`src/cce_pkg.sv`:
```
// Shared codes and types for the controller change-event recorder.
`default_nettype none
package cce_pkg;

  localparam logic [1:0] CMD_START  = 2'd0;
  localparam logic [1:0] CMD_REPORT = 2'd1;
  localparam logic [1:0] CMD_STOP   = 2'd2;

  localparam logic [1:0] KIND_BUTTON = 2'd0;
  localparam logic [1:0] KIND_LEFT   = 2'd1;
  localparam logic [1:0] KIND_RIGHT  = 2'd2;

  localparam logic [7:0] STICK_REPORT_ID = 8'h01;
  localparam logic [6:0] STICK_MIN_LEN   = 7'd5;
  localparam logic [6:0] DEAD_ZONE_RST   = 7'd3;

  // status of the button scanner at its current bit
  typedef struct packed {
    logic hit;      // current bit changed
    logic pressed;  // new state of current bit
    logic more;     // changed bits remain above current bit
    logic at_end;   // current bit is the top one
  } scan_stat_t;

endpackage
`default_nettype wire

```
`src/controller_change_event_recorder_core.sv`:
```
// Top level of the controller change-event recorder.
// Usage:
//   Input channel s_*: one item per command. s_tuser carries cmd (start,
//   report, stop); s_tdata carries the timestamp, button vector, report id,
//   report length and the four raw stick bytes.
//   Output channel m_*: change events. m_tuser is the event kind, m_tlast
//   marks the final event caused by a report.
//   cfg_we/cfg_data write the stick dead zone (reset value 3).
// Sequence:
//   A start, stop or ignored item leaves s_tready high. A report is
//   accepted, then the bit-serial scanner visits one button per cycle
//   unless a changed button waits on the output, then one slot each for the
//   left and right stick. Each emitted event appears on m_* in the cycle
//   after its slot emits it.
// Reset: recording off, recorded buttons and sticks cleared, output empty.
// Stall: the output register holds its item while m_tready is low and the
//   scanner waits on a changed button; s_tready stays low until the report
//   is fully emitted.
`default_nettype none
module controller_change_event_recorder_core
  import cce_pkg::*;
#(
  parameter int NUM_BUTTONS = 16
) (
  input  wire logic        clk,
  input  wire logic        rst,
  // stick_dead_zone register
  input  wire logic        cfg_we,
  input  wire logic [6:0]  cfg_data,
  // input items
  input  wire logic        s_tvalid,
  output logic             s_tready,
  // [31:0] timestamp_ms, [47:32] buttons, [55:48] report_id, [62:56] report_len,
  // [70:63] left_x_raw, [78:71] left_y_raw, [86:79] right_x_raw,
  // [94:87] right_y_raw, [95] zero
  input  wire logic [95:0] s_tdata,
  // [1:0] cmd
  input  wire logic [1:0]  s_tuser,
  // output events
  output logic             m_tvalid,
  input  wire logic        m_tready,
  // [3:0] button_index, [4] pressed, [12:5] axis_x, [20:13] axis_y,
  // [36:21] wait_ms, [39:37] zero
  output logic [39:0]      m_tdata,
  // [1:0] event_kind
  output logic [1:0]       m_tuser,
  // last_of_report
  output logic             m_tlast
);

  localparam int NB = (NUM_BUTTONS < 16) ? NUM_BUTTONS : 16;

  localparam logic [1:0] ST_IDLE  = 2'd0;
  localparam logic [1:0] ST_SCAN  = 2'd1;
  localparam logic [1:0] ST_LEFT  = 2'd2;
  localparam logic [1:0] ST_RIGHT = 2'd3;

  // input field split
  logic [31:0]   in_ts;
  logic [NB-1:0] in_btn;
  logic [7:0]    in_id;
  logic [6:0]    in_len;
  assign in_ts  = s_tdata[31:0];
  assign in_btn = s_tdata[32 +: NB];
  assign in_id  = s_tdata[55:48];
  assign in_len = s_tdata[62:56];

  logic [1:0]    state;
  logic [6:0]    dead_zone;
  logic          recording;
  logic [NB-1:0] prev_buttons;
  logic [31:0]   last_time;
  logic          first_pend;
  logic          l_pend, r_pend;
  logic [15:0]   dly;
  logic          lead;           // next event emitted is the first of the report

  logic          acc, rpt_acc, stick_en, l_chg, r_chg, any_evt;
  logic [NB-1:0] diff;
  logic [31:0]   dt;
  logic [15:0]   dt_sat;
  logic [7:0]    plx, ply, prx, pry;
  scan_stat_t    sst;
  logic [3:0]    sidx;

  logic          slot, emit, adv;
  logic [1:0]    ev_kind;
  logic [3:0]    ev_idx;
  logic          ev_pr, ev_last;
  logic [7:0]    ev_x, ev_y;

  assign s_tready = (state == ST_IDLE);
  assign acc      = s_tvalid && s_tready;
  assign rpt_acc  = acc && (s_tuser == CMD_REPORT) && recording;
  assign stick_en = (in_id == STICK_REPORT_ID) && (in_len >= STICK_MIN_LEN);
  assign diff     = in_btn ^ prev_buttons;
  assign any_evt  = (diff != '0) || l_chg || r_chg;
  assign dt       = in_ts - last_time;
  assign dt_sat   = (dt[31:16] != 16'd0) ? 16'hFFFF : dt[15:0];

  cce_bit_scan #(.NB(NB)) u_scan (
    .clk   (clk),
    .rst   (rst),
    .load  (rpt_acc),
    .shift (adv && (state == ST_SCAN)),
    .diff  (diff),
    .cur   (in_btn),
    .stat  (sst),
    .idx   (sidx)
  );

  cce_stick_cmp u_stick (
    .clk       (clk),
    .rst       (rst),
    .clear     (acc && (s_tuser == CMD_START)),
    .update    (rpt_acc),
    .en        (stick_en),
    .dead_zone (dead_zone),
    .lx_raw    (s_tdata[70:63]),
    .ly_raw    (s_tdata[78:71]),
    .rx_raw    (s_tdata[86:79]),
    .ry_raw    (s_tdata[94:87]),
    .l_chg     (l_chg),
    .r_chg     (r_chg),
    .prev_lx   (plx),
    .prev_ly   (ply),
    .prev_rx   (prx),
    .prev_ry   (pry)
  );

  // event sequencing: a slot advances when it has nothing to send or the
  // output register can take its event
  assign slot = !m_tvalid || m_tready;

  always_comb begin
    emit    = 1'b0;
    adv     = 1'b0;
    ev_kind = KIND_BUTTON;
    ev_idx  = 4'd0;
    ev_pr   = 1'b0;
    ev_last = 1'b0;
    ev_x    = 8'd0;
    ev_y    = 8'd0;
    unique case (state)
      ST_SCAN: begin
        emit    = sst.hit && slot;
        adv     = !sst.hit || slot;
        ev_idx  = sidx;
        ev_pr   = sst.pressed;
        ev_last = !sst.more && !l_pend && !r_pend;
      end
      ST_LEFT: begin
        emit    = l_pend && slot;
        adv     = !l_pend || slot;
        ev_kind = KIND_LEFT;
        ev_last = !r_pend;
        ev_x    = plx;
        ev_y    = ply;
      end
      ST_RIGHT: begin
        emit    = r_pend && slot;
        adv     = !r_pend || slot;
        ev_kind = KIND_RIGHT;
        ev_last = 1'b1;
        ev_x    = prx;
        ev_y    = pry;
      end
      default: begin
      end
    endcase
  end

  // control state
  always_ff @(posedge clk) begin
    if (rst) begin
      state        <= ST_IDLE;
      dead_zone    <= DEAD_ZONE_RST;
      recording    <= 1'b0;
      prev_buttons <= '0;
      last_time    <= '0;
      first_pend   <= 1'b1;
      l_pend       <= 1'b0;
      r_pend       <= 1'b0;
      lead         <= 1'b0;
      m_tvalid     <= 1'b0;
    end else begin
      if (cfg_we) begin
        dead_zone <= cfg_data;
      end
      if (acc) begin
        unique case (s_tuser)
          CMD_START: begin
            recording    <= 1'b1;
            prev_buttons <= '0;
            last_time    <= in_ts;
            first_pend   <= 1'b1;
          end
          CMD_STOP: begin
            recording <= 1'b0;
          end
          CMD_REPORT: begin
            if (recording) begin
              prev_buttons <= in_btn;
              l_pend       <= l_chg;
              r_pend       <= r_chg;
              lead         <= 1'b1;
              state        <= ST_SCAN;
              if (any_evt) begin
                last_time  <= in_ts;
                first_pend <= 1'b0;
              end
            end
          end
          default: begin
          end
        endcase
      end
      unique case (state)
        ST_SCAN:  if (adv && sst.at_end) state <= ST_LEFT;
        ST_LEFT:  if (adv) state <= ST_RIGHT;
        ST_RIGHT: if (adv) state <= ST_IDLE;
        default: begin
        end
      endcase
      if (emit) begin
        lead     <= 1'b0;
        m_tvalid <= 1'b1;
      end else if (m_tready) begin
        m_tvalid <= 1'b0;
      end
    end
  end

  // payload registers
  always_ff @(posedge clk) begin
    if (rpt_acc) begin
      dly <= first_pend ? 16'd0 : dt_sat;
    end
    if (emit) begin
      m_tuser <= ev_kind;
      m_tlast <= ev_last;
      m_tdata <= {3'd0, (lead ? dly : 16'd0), ev_y, ev_x, ev_pr, ev_idx};
    end
  end

endmodule
`default_nettype wire

```
`src/cce_bit_scan.sv`:
```
// Bit-serial scanner over the changed-button vector, one button per cycle while shift is asserted.
`default_nettype none
module cce_bit_scan
  import cce_pkg::*;
#(
  parameter int NB = 16
) (
  input  wire logic          clk,
  input  wire logic          rst,
  input  wire logic          load,
  input  wire logic          shift,
  input  wire logic [NB-1:0] diff,
  input  wire logic [NB-1:0] cur,
  output scan_stat_t         stat,
  output logic [3:0]         idx
);

  localparam int IW = (NB > 1) ? $clog2(NB) : 1;

  logic [NB-1:0] dsr;
  logic [NB-1:0] csr;
  logic [IW-1:0] cnt;

  always_ff @(posedge clk) begin
    if (load) begin
      dsr <= diff;
      csr <= cur;
    end else if (shift) begin
      dsr <= dsr >> 1;
      csr <= csr >> 1;
    end
  end

  always_ff @(posedge clk) begin
    if (rst) begin
      cnt <= '0;
    end else if (load) begin
      cnt <= '0;
    end else if (shift) begin
      cnt <= cnt + IW'(1);
    end
  end

  always_comb begin
    stat.hit     = dsr[0];
    stat.pressed = csr[0];
    stat.more    = (dsr >> 1) != '0;
    stat.at_end  = (cnt == IW'(NB - 1));
    idx          = 4'(cnt);
  end

endmodule
`default_nettype wire

```
`src/cce_stick_cmp.sv`:
```
// Dead-zone snapping of both sticks and the recorded stick positions.
`default_nettype none
module cce_stick_cmp
  import cce_pkg::*;
(
  input  wire logic       clk,
  input  wire logic       rst,
  input  wire logic       clear,
  input  wire logic       update,
  input  wire logic       en,
  input  wire logic [6:0] dead_zone,
  input  wire logic [7:0] lx_raw,
  input  wire logic [7:0] ly_raw,
  input  wire logic [7:0] rx_raw,
  input  wire logic [7:0] ry_raw,
  output logic            l_chg,
  output logic            r_chg,
  output logic [7:0]      prev_lx,
  output logic [7:0]      prev_ly,
  output logic [7:0]      prev_rx,
  output logic [7:0]      prev_ry
);

  function automatic logic [7:0] snap(input logic [7:0] raw, input logic [6:0] dz);
    logic [7:0] off;
    logic [7:0] mag;
    off = raw ^ 8'h80;
    mag = off[7] ? (8'd0 - off) : off;
    return (mag <= {1'b0, dz}) ? 8'd0 : off;
  endfunction

  logic [7:0] lx, ly, rx, ry;

  always_comb begin
    lx    = snap(lx_raw, dead_zone);
    ly    = snap(ly_raw, dead_zone);
    rx    = snap(rx_raw, dead_zone);
    ry    = snap(ry_raw, dead_zone);
    l_chg = en && ((lx != prev_lx) || (ly != prev_ly));
    r_chg = en && ((rx != prev_rx) || (ry != prev_ry));
  end

  always_ff @(posedge clk) begin
    if (rst || clear) begin
      prev_lx <= '0;
      prev_ly <= '0;
      prev_rx <= '0;
      prev_ry <= '0;
    end else if (update) begin
      if (l_chg) begin
        prev_lx <= lx;
        prev_ly <= ly;
      end
      if (r_chg) begin
        prev_rx <= rx;
        prev_ry <= ry;
      end
    end
  end

endmodule
`default_nettype wire
```
`config.mk`:
```
export PLATFORM = sky130hd
export DESIGN_NAME = controller_change_event_recorder_core
export DESIGN_NICKNAME = d
export VERILOG_FILES = /design/src/cce_pkg.sv /design/src/controller_change_event_recorder_core.sv /design/src/cce_bit_scan.sv /design/src/cce_stick_cmp.sv
export SDC_FILE = /design/constraint.sdc
export NUM_CORES = 1
export LEC_CHECK = 0
export BUFFER_PORTS_ARGS = -buffer_cell sky130_fd_sc_hd__clkbuf_2
export CELL_PAD_IN_SITES_DETAIL_PLACEMENT = 1
export CELL_PAD_IN_SITES_GLOBAL_PLACEMENT = 1
export CORE_ASPECT_RATIO = 1.1
export CORE_MARGIN = 3
export CORE_UTILIZATION = 49
export DETAILED_ROUTE_END_ITERATION = 16
export PLACE_DENSITY_LB_ADDON = 0.05
export SLEW_MARGIN = 20
export SYNTH_ARGS = -nofsm -noshare
export SYNTH_HDL_FRONTEND = slang
export SYNTH_HIERARCHICAL = 1
export SYNTH_SLANG_ARGS = --single-unit
```
`constraint.sdc`:
```
create_clock -name clk -period 8.54 [get_ports clk]
set_input_delay 1.281 -clock clk [delete_from_list [all_inputs] [get_ports clk]]
set_output_delay 1.281 -clock clk [all_outputs]
set_load 0.02 [all_outputs]
```
# [After elaboration in Yosys (flattened, before gate mapping)]
# Cells that the tools add are included.
# W data, S select, Z words.
[word_totals] register_bits=187 input_bits=110 word_cells=134
[classes] n_addsub=6 magnitude_cmp=5 n_eq_ne=13 n_mux=37 n_bitwise=5 reduce_logical=45
[ops] cell="$mux W16" n=6
[ops] cell="$mux W32" n=2
[ops] cell="$mux W8" n=8
[ops] cell="$pmux W32 S2" n=1
[ops] cell="$reduce_bool A16 Y1" n=3
[ops] cell="$le A8 B7 Y1" n=4
[ops] cell="$ne A8 B8 Y1" n=4
[ops] cell="$pmux W16 S2" n=1
[ops] cell="$pmux W8 S2" n=2
[ops] cell="$sub A1 B8 Y8 const A" n=4
[ops] cell="$sub A32 B32 Y32" n=1
[ops] cell="$xor A16 B16 Y16" n=1
[ops] cell="$logic_and A1 B1 Y1" n=14
[ops] cell="$mux W2" n=6
[ops] cell="$logic_or A1 B1 Y1" n=9
[ops] cell="$pmux W1 S3" n=3
[ops] cell="$eq A8 B1 Y1 const B" n=1
[ops] cell="$reduce_bool A2 Y1" n=4
[ops] cell="$ge A7 B3 Y1 const B" n=1
[ops] cell="$eq A2 B2 Y1 const B" n=3
[ops] cell="$pmux W2 S3" n=1
[ops] cell="$reduce_and A2 Y1" n=3
[ops] cell="$reduce_and A3 Y1" n=2
[ops] cell="$logic_not A1 Y1" n=5
[ops] cell="other kinds (11)" n=22

# [Depth between registers and ports, before layout]
# Gate-level depths: netlist of the first run.
[depth] ltp_word=13 ltp_mapped=18 mapped_depth_nobuf=17

# [Modules after synthesis]
# The synthesis of the first run kept the hierarchy.
[modules_own_cells] mod="controller_change_event_recorder_core" n_inst=1 cells_each=719 area_per_inst_um2=6954.2 seq_area_each_um2=2942.8
[modules_own_cells] mod="cce_stick_cmp" n_inst=1 cells_each=346 area_per_inst_um2=2895.3 seq_area_each_um2=640.6
[modules_own_cells] mod="cce_bit_scan" n_inst=1 cells_each=95 area_per_inst_um2=1717.9 seq_area_each_um2=1041.0

# [Worst setup path before layout of the first run]
# No wires, ideal clock.
[synth_path] kind="input to register" start="input s_tdata[91]" end="register last_time[10]" setup_ns=0.128 arrival_ns=4.893 t_required_ns=8.412 setup_slack_ns=3.519 path_stages=18 n_path_buf=2 path_cell_list="clkbuf_1 nor3_1 a31oi_1 xnor2_1 ha_1 and3_1 and3_1 a211oi_1 a41o_1 mux2i_1 a2111o_1 and2_2 nor4_1 and4_1 a21oi_1 clkbuf_1 mux2i_1 nor2_1"
[synth_via] elab_chain_cells=10
[synth_lines] item="start, declared" line="controller_change_event_recorder_core.sv:36" text="input wire logic [95:0] s_tdata,"
[synth_lines] item="$sub A1 B8 Y8" line="cce_stick_cmp.sv:28" text="mag = off[7] ? (8'd0 - off) : off;"
[synth_lines] item="$mux W8" line="cce_stick_cmp.sv:28"
[synth_lines] item="$le A8 B7 Y1" line="cce_stick_cmp.sv:29" text="return (mag <= {1'b0, dz}) ? 8'd0 : off;"
[synth_lines] item="$mux W8 *" line="cce_stick_cmp.sv:29"
[synth_lines] item="$ne A8 B8 Y1 *" line="cce_stick_cmp.sv:40" text="r_chg = en && ((rx != prev_rx) || (ry != prev_ry));"
[synth_lines] item="$logic_or A1 B1 Y1 *" line="cce_stick_cmp.sv:40"
[synth_lines] item="$logic_and A1 B1 Y1 *" line="cce_stick_cmp.sv:40"
[synth_lines] item="net r_chg" line="controller_change_event_recorder_core.sv:78" text="logic acc, rpt_acc, stick_en, l_chg, r_chg, any_evt;"
[synth_lines] item="$logic_or A1 B1 Y1 *" line="controller_change_event_recorder_core.sv:97" text="assign any_evt = (diff != '0) || l_chg || r_chg;"
[synth_lines] item="$ne A2 B2 Y1 (no source line) *"
[synth_lines] item="$reduce_and A4 Y1 (no source line) *"
[synth_lines] item="end signal, assigned" line="controller_change_event_recorder_core.sv:195" text="last_time <= in_ts;"
[synth_lines] item="end signal, assigned" line="controller_change_event_recorder_core.sv:209" text="last_time <= in_ts;"
[synth_lines] item="end, declared" line="controller_change_event_recorder_core.sv:72" text="logic [31:0] last_time;"
# The timed path passes the listed nets; every way through them passes the cells marked *.
# A chain may end at the register's enable or synchronous reset.

# [Worst setup path in the final report of the first run]
[layout_path] start="input s_tdata[87]" end="register last_time[15]"
# The elaborated chain is that of the path after synthesis.

==> reports/results.md, run 1 <==
## STA
- unrepaired setup endpoints after global routing: false
- post-layout min period: 5.29 ns
- number of pins exceeding their max-slew limit in the final report: 0
- final setup skew: 0.0179 ns
- Worst-Margin Slew: 0.965 ns
- final hold violation count: 0
- relative slew slack: 35.6%
- fin worst setup slack: 3.25 ns
- fmax: 0.189 GHz
- final sum of negative setup slack: 0 ns
- final setup violation count: 0
- Period Utilization, post-route: 62.0%

## Yosys
- area leader, netlist: sky130_fd_sc_hd__edfxtp_1
- number of unique standard cell types used by synthesis: 80
- Post-synth top flop: sky130_fd_sc_hd__dfxtp_1
- number of flops mapped to enable cells by yosys: 88
- post-synthesis async set-or-reset flop share: 0%
- number of register bits inferred by synthesis: 187
- synthesized-area fraction occupied by and/or/nand/nor cells: 15.2%
- Synth warnings: 6
- xor-xnor portion of the synthesized cell area: 5.00%
- post-synthesis instance area: 0.0116 mm2
- main combinational cell family by area after synthesis: compound AO/OA/AOI/OAI gates
- Compound-Gate Fraction of Synth Area: 17.3%
- proportion of synthesized area in mux cells: 10.0%
- synthesized area per cell: 9.97 um2
- fraction of the mapped netlist area in adder cells: 7.10%
- Syn Inst Count: 1160
- sequential area share after synthesis: 40.0%
- top cells by area in the synthesized netlist: sky130_fd_sc_hd__edfxtp_1 23%, sky130_fd_sc_hd__dfxtp_1 17%, sky130_fd_sc_hd__ha_1 6.9%
- area fraction of the dominant cell type after synthesis: 22.8%

## Global route
- overflow left after global routing: 0
- antenna violations before repair: 1
- largest net degree at the start of global routing: 69
- first-pass GRT wire length: 50.6 mm
- number of global-route vias before repair: 9654
- total global routing track utilization: 24.4%

## Hold path
- beginning of the worst hold path: last_time[8]
- worst-case hold path end point: last_time[8]
- number of cells on the worst hold path: 2
- class of the tightest hold or removal check: register to register

## Die
- core footprint: 0.0230 mm2
- initial core utilization: 50.3%
- Die ar.: 0.0255 mm2
- total I/O pin count: 155
- number of cell rows: 58
- Die Y-Extent: 167 um
- die width: 152 um

## Placement
- worst slack after detailed placement: 2.71 ns
- final weighted congestion in routability-driven placement: 0.902
- total of buffers placed on input and output ports: 150
- post-detailed-placement cell area: 0.0125 mm2
- half-perimeter wire length after placement: 24.1 mm

## Job
- max-cap check violation count: 0

## Pwr
- VDD IR max: 133 uV
- Tot Pwr: 2.14 mW
- leakage: 5.04 nW
- areal power density over the cells: 164 mW/mm2

## Detailed routing
- total wire length after detailed routing: 31.9 mm
- DRC marker count from the first detailed-route iteration: 372
- overall via count from detail_route: 9398
- wire length per cell: 19.9 um
- detail-routed via count per cell: 5.87
- number of remaining DRC errors: 0
- Routed Antenna Nets: 0
- router iterations before antenna repair: 4

## Clock tree
- clk_lat worst skew: 0.45 ns
- Post-CTS Repair Setup Buffers: 0
- PostCTS Resize Cnt: 0
- CTS Buf Count: 17
- root buf cell: sky130_fd_sc_hd__clkbuf_16
- clock input transition at the sequential cells of the worst setup and hold paths: 0.08 ns
- H-tree level count: 4
- CTS tree: yes
- clock tree buffer depth: 2
- Sink Count: 187
- Post-CTS Hold Fix Bufs: 0

## Critical path
- capturing point of the worst reg2reg path: last_time[15]
- kind of critical path: primary input to register
- arrival time of data at the critical path endpoint: 5.59 ns
- number of cells traversed by the worst register-to-register path: 15
- crit-path cells: clkbuf_2, inv_1, ha_1, a31oi_1, xnor2_1, ha_1, and3_1, and3_1, a211oi_1, a41o_1, a22oi_1, a2111o_1, and2_2, nor4_1, and4_1, a21oi_4, buf_4, mux2i_1, nor2_1
- Critical Path Max Stage Delay: 0.48 ns
- launching element type of the critical path: primary input
- highest fanout seen on the critical path: 33
- Critical Path End Type: register
- FF-to-FF Start: dead_zone[6]
- reg2reg setup slack: 4.37 ns
- slowest stage cell, crit path: sky130_fd_sc_hd__a2111o_1
- Worst EP required: 8.84 ns

## Final layout
- layout cells sized above 1: 20.6%
- Design Area, Final: 0.0131 mm2
- most frequent cells in the layout: 150 x sky130_fd_sc_hd__clkbuf_2, 116 x sky130_fd_sc_hd__nor2_1, 99 x sky130_fd_sc_hd__dfxtp_1
- fill cell total of the finished layout: 2630
- P&R area growth vs syn: 13.2%
- commonest non-fill, non-tap cell in the layout: sky130_fd_sc_hd__clkbuf_2
- end-of-flow core utilization: 56.9%
- nets: 1461

## Run status
- status: finished clean

[metrics by stage]
| step | hold slack (ns) | cells |
|---|---|---|
| floorplan | 0.460 | 1162 |
| finish | 0.497 | 1602 |
| detailed placement | 0.483 | 1565 |
| global route | 0.532 | 1601 |
| global placement | 0.472 | 1565 |
| CTS | 0.503 | 1597 |
[worst max path at each step]
stage,startpoint,endpoint,depth (start not counted)
floorplan,s_tdata[91],last_time[10],18
global placement,s_tdata[87],last_time[4],19
detailed placement,s_tdata[87],last_time[22],19
CTS,s_tdata[87],last_time[30],19
global route,s_tdata[71],last_time[0],20
finish,s_tdata[87],last_time[15],19
[synth_stat cells (all sizes together) (12+ instances only)]
cell type / n
nor2: 117
dfxtp: 99
edfxtp: 88
inv: 76
ha: 64
mux2i: 63
a21oi: 62
xor2: 46
nand2: 40
mux2: 38
o21ai: 35
a22o: 31
and2: 30
clkbuf: 27
nor2b: 27
buf: 26
nor4: 22
xnor2: 20
nor3: 19
a22oi: 18
nand4: 18
a41oi: 17
nand3: 17
a211oi: 12
a31oi: 12
[kinds of logic (layout without fill, tap and decap cells)]
kind of cell,after synthesis,count (layout)
and+or+nand+nor,339,339
AOI/OAI and AO/OA,271,271
DFF,187,187
buffers and inverters,130,267
muxes,101,101
xor gates and xnor gates,66,66
adders and majority gates,65,65
other,1,6
[registers in the layout, indices dropped and copies added (netlist names)]
signal           flops
r_pend               1
lead                 1
recording            1
l_pend               1
u_stick/prev_ry      8
m_tdata             37
m_tvalid             1
u_stick/prev_rx      8
m_tlast              1
m_tuser              2
dly                 16
state                2
dead_zone            7
u_scan/dsr          16
prev_buttons        16
first_pend           1
last_time           32
u_scan/idx           4
u_scan/csr          16
u_stick/prev_lx      8
u_stick/prev_ly      8
[report_power, final]
group          switching, mW  internal (mW)
logic                  0.235          0.146
registers            0.00841          0.944
clock network          0.404          0.404
total                  0.648           1.49
[worst max-delay path, delay by kind of cell]
kind | cells | cell delay, ns
AOI/OAI and AO/OA | 6 | 1.53
xor gates and xnor gates | 1 | 0.15
adders and majority gates | 2 | 0.53
buffers and inverters | 3 | 0.55
muxes | 1 | 0.22
and+or+nand+nor | 6 | 1.31
[layer usage]
metal	global-route usage (%)	vias to the layer above	share of wire, %
met5	0	-	0
met3	3.64	39	3.5
li1	-	4538	-
met1	29.9	4642	43
met4	6.63	0	1.8
met2	44.8	179	52
[layout make-up]
class / instances / area [um2] / area share [%]
clock inverters: 14 / 165 / 1.26
well taps: 300 / 375 / 2.87
diodes: 3 / 7.51 / 0.0573
multi-input cells: 845 / 6370 / 48.7
inverters: 76 / 285 / 2.18
repair buffers: 159 / 826 / 6.31
clock buffers: 18 / 439 / 3.35
flip-flops and latches: 187 / 4620 / 35.3
No activity file was read; power rests on OpenSTA's default activity.
==> run 2: changes to the inputs <==
--- a/config.mk
+++ b/config.mk
@@ -10,7 +10,7 @@
 export CELL_PAD_IN_SITES_GLOBAL_PLACEMENT = 1
 export CORE_ASPECT_RATIO = 1.1
 export CORE_MARGIN = 3
-export CORE_UTILIZATION = 49
+export CORE_UTILIZATION = 41
 export DETAILED_ROUTE_END_ITERATION = 16
 export PLACE_DENSITY_LB_ADDON = 0.05
 export SLEW_MARGIN = 20
==> constraint.sdc (replaced) <==
create_clock -name clk -period 4.7 [get_ports clk]
set_input_delay 0.705 -clock clk [delete_from_list [all_inputs] [get_ports clk]]
set_output_delay 0.705 -clock clk [all_outputs]
set_load 0.02 [all_outputs]
==> run 2 against run 1 <==
Compared with the run above: global-route usage shrank 3.6 points; clock skew shrank 0.0057 ns; highest routed layer is now met5; worst setup slack lost 2.8 ns; hold slack lost 0.0098 ns; critical path depth is the same; first-iteration DRC count grew 18%; wire length shrank 0.54%.
==> reports/results.md, run 2 (synthesis results as in run 1) <==
## Final layout
- Regs by FF count: m_tdata: 37 flops, last_time: 32 flops, unchanged
- largest register by flop count: m_tdata, unchanged
- layout cells sized above 1: 21.9%, was 20.6%
- flip-flop count of the largest register after layout: 37, unchanged
- post-route insts no fill: 1681, was 1602
- nets: 1485, was 1461
- commonest non-fill, non-tap cell in the layout: sky130_fd_sc_hd__clkbuf_2, unchanged
- P&R area growth vs syn: 15.1%, was 13.2%
- most frequent cells in the layout: 150 x sky130_fd_sc_hd__clkbuf_2, 116 x sky130_fd_sc_hd__nor2_1, 99 x sky130_fd_sc_hd__dfxtp_1, unchanged

## STA
- final hold violation count: 0, unchanged
- final setup violation count: 0, unchanged
- fin worst setup slack: 0.411 ns, was 3.25 ns
- relative slew slack: 31.5%, was 35.6%
- Period Utilization, post-route: 91.3%
- post-layout min period: 4.29 ns
- number of pins exceeding their max-slew limit in the final report: 0, unchanged
- fmax: 0.233 GHz
- unrepaired setup endpoints after global routing: false, unchanged
- final setup skew: 0.0122 ns, was 0.0179 ns
- Worst-Margin Slew: 1.03 ns, was 0.965 ns

## Pwr
- leakage: 5.14 nW, was 5.04 nW
- areal power density over the cells: 288 mW/mm2, was 164 mW/mm2
- part of the total power dissipated in sequential elements: 45.2%, was 44.5%
- switching power share of the total: 29.6%, was 30.2%
- VDD IR max: 191 uV, was 133 uV
- clock share of power: 36.2%, was 37.7%
- combinational group share of total power: 18.6%, was 17.8%
- total net switching power: 1.13 mW, was 0.648 mW
- design internal power: 2.70 mW, was 1.49 mW

## Global route
- antenna violations before repair: 1, unchanged
- number of global-route vias before repair: 9713, was 9654
- overflow left after global routing: 0, unchanged
- largest net degree at the start of global routing: 67, was 69
- total global routing track utilization: 20.7%, was 24.4%
- first-pass GRT wire length: 50.9 mm, was 50.6 mm

## Placement
- total of buffers placed on input and output ports: 150, unchanged
- half-perimeter wire length after placement: 24.2 mm, was 24.1 mm
- Post-Place Cells: 1648, was 1565
- final weighted congestion in routability-driven placement: 0.884, was 0.902
- worst slack after detailed placement: -0.0819 ns, was 2.71 ns

## Clock tree
- clk_lat worst skew: 0.45 ns, about the same
- H-tree level count: 4, unchanged
- Post-CTS Hold Fix Bufs: 0, unchanged
- Post-CTS Repair Setup Buffers: 0, unchanged
- root buf cell: sky130_fd_sc_hd__clkbuf_16, unchanged
- clock tree buffer depth: 2, unchanged
- Sink Count: 187, unchanged
- PostCTS Resize Cnt: 0, unchanged
- CTS Buf Count: 17, unchanged
- clock input transition at the sequential cells of the worst setup and hold paths: 0.07 ns, was 0.08 ns
- CTS tree: yes, unchanged

## Detailed routing
- detail-routed via count per cell: 5.55, was 5.87
- total wire length after detailed routing: 31.7 mm, was 31.9 mm
- overall via count from detail_route: 9337, was 9398
- wire length per cell: 18.9 um, was 19.9 um
- Routed Antenna Nets: 0, unchanged
- DRC marker count from the first detailed-route iteration: 439, was 372
- router iterations before antenna repair: 5, was 4
- number of remaining DRC errors: 0, unchanged

## Run status
- status: finished clean, unchanged

## Critical path
- Top delay family on crit path: compound AO/OA/AOI/OAI gates, unchanged
- slowest stage cell, crit path: sky130_fd_sc_hd__a2111o_1, unchanged
- crit-path cells: clkbuf_2, inv_1, ha_1, a31oi_1, xnor2_1, ha_1, and3_1, and3_1, a211oi_1, a41o_1, mux2i_1, a2111o_1, and2_2, nor4_1, and4_1, a21oi_4, buf_12, mux2i_1, nor2_1, was clkbuf_2, inv_1, ha_1, a31oi_1, xnor2_1, ha_1, and3_1, and3_1, a211oi_1, a41o_1, a22oi_1, a2111o_1, and2_2, nor4_1, and4_1, a21oi_4, buf_4, mux2i_1, nor2_1
- launching element type of the critical path: primary input, unchanged
- CP Buf/Inv Count: 3, unchanged
- kind of critical path: primary input to register, unchanged
- Critical Path Max Stage Delay: 0.43 ns, was 0.48 ns
- Critical Path End Type: register, unchanged
- arrival time of data at the critical path endpoint: 4.59 ns, was 5.59 ns
- highest fanout seen on the critical path: 18, was 33
- Worst EP required: 5.01 ns, was 8.84 ns

## Die
- initial core utilization: 42.3%, was 50.3%
- number of cell rows: 63, was 58
- Die ar.: 0.0303 mm2, was 0.0255 mm2
- Die Y-Extent: 182 um, was 167 um
- core footprint: 0.0274 mm2, was 0.0230 mm2
- total I/O pin count: 155, unchanged
- die width: 166 um, was 152 um

## Hold path
- class of the tightest hold or removal check: primary input to register, was register to register

## Job
- max-cap check violation count: 0, unchanged

==> run 2: changes by cell type in the layout (fill, tap and decap cells not counted), sizes merged <==
| cell | change |
|---|---|
| buf | +24 |
| clkbuf | -1 |
| diode | -2 |
| inv | -2 |
| clkinv | +3 |
==> run 2: power by group through the flow <==
stage                     Clock [mW]  Combinational [mW]  Sequential (mW)
after floorplan                    0               0.472             1.76
after global placement             0               0.698             1.77
after detailed placement           0               0.712             1.77
after CTS                       1.43               0.715             1.73
after global routing            1.50               0.797             1.73
final                           1.39               0.713             1.73
==> run 2: final timing paths <==
kind	start	endpoint	slack, ns	cells past startpoint
max	s_tdata[87]	last_time[15]	0.41	19
min	cfg_data[0]	dead_zone[0]	0.49	2
max reg2reg	dead_zone[6]	last_time[15]	0.88	15
min reg2reg	last_time[18]	last_time[18]	0.50	2
==> run 2: stage by stage <==
stage / util, % / total power [mW] / TNS (ns) / hold slack (ns) / instance area [um2]
after CTS: 48.6 / 3.88 / 0 / 0.476 / 13300
after floorplan: - / 2.24 / 0 / 0.460 / 11600
after global placement: 46.6 / 2.47 / -0.263 / 0.472 / 12700
after detailed placement: 46.6 / 2.48 / -1.77 / 0.485 / 12700
final: 48.7 / 3.83 / 0 / 0.487 / 13300
after global routing: 48.6 / 4.03 / 0 / 0.499 / 13300
==> run 2: final cells by class <==
cell class                      count  area [um2]
Fill cell                        3141       14000
Antenna cell                        1        2.50
Inverter                           76         285
Sequential cell                   187        4620
Clock buffer                       17         425
Multi-Input combinational cell    845        6370
Clock inverter                     15         134
Tap cell                          357         447
Timing Repair Buffer              183        1020
==> run 2: layer usage <==
layer,routed length [um],GRT usage [%]
met4,763,6.79
met2,15700,36.8
met5,12,0
met1,14200,25.8
met3,1020,3.36
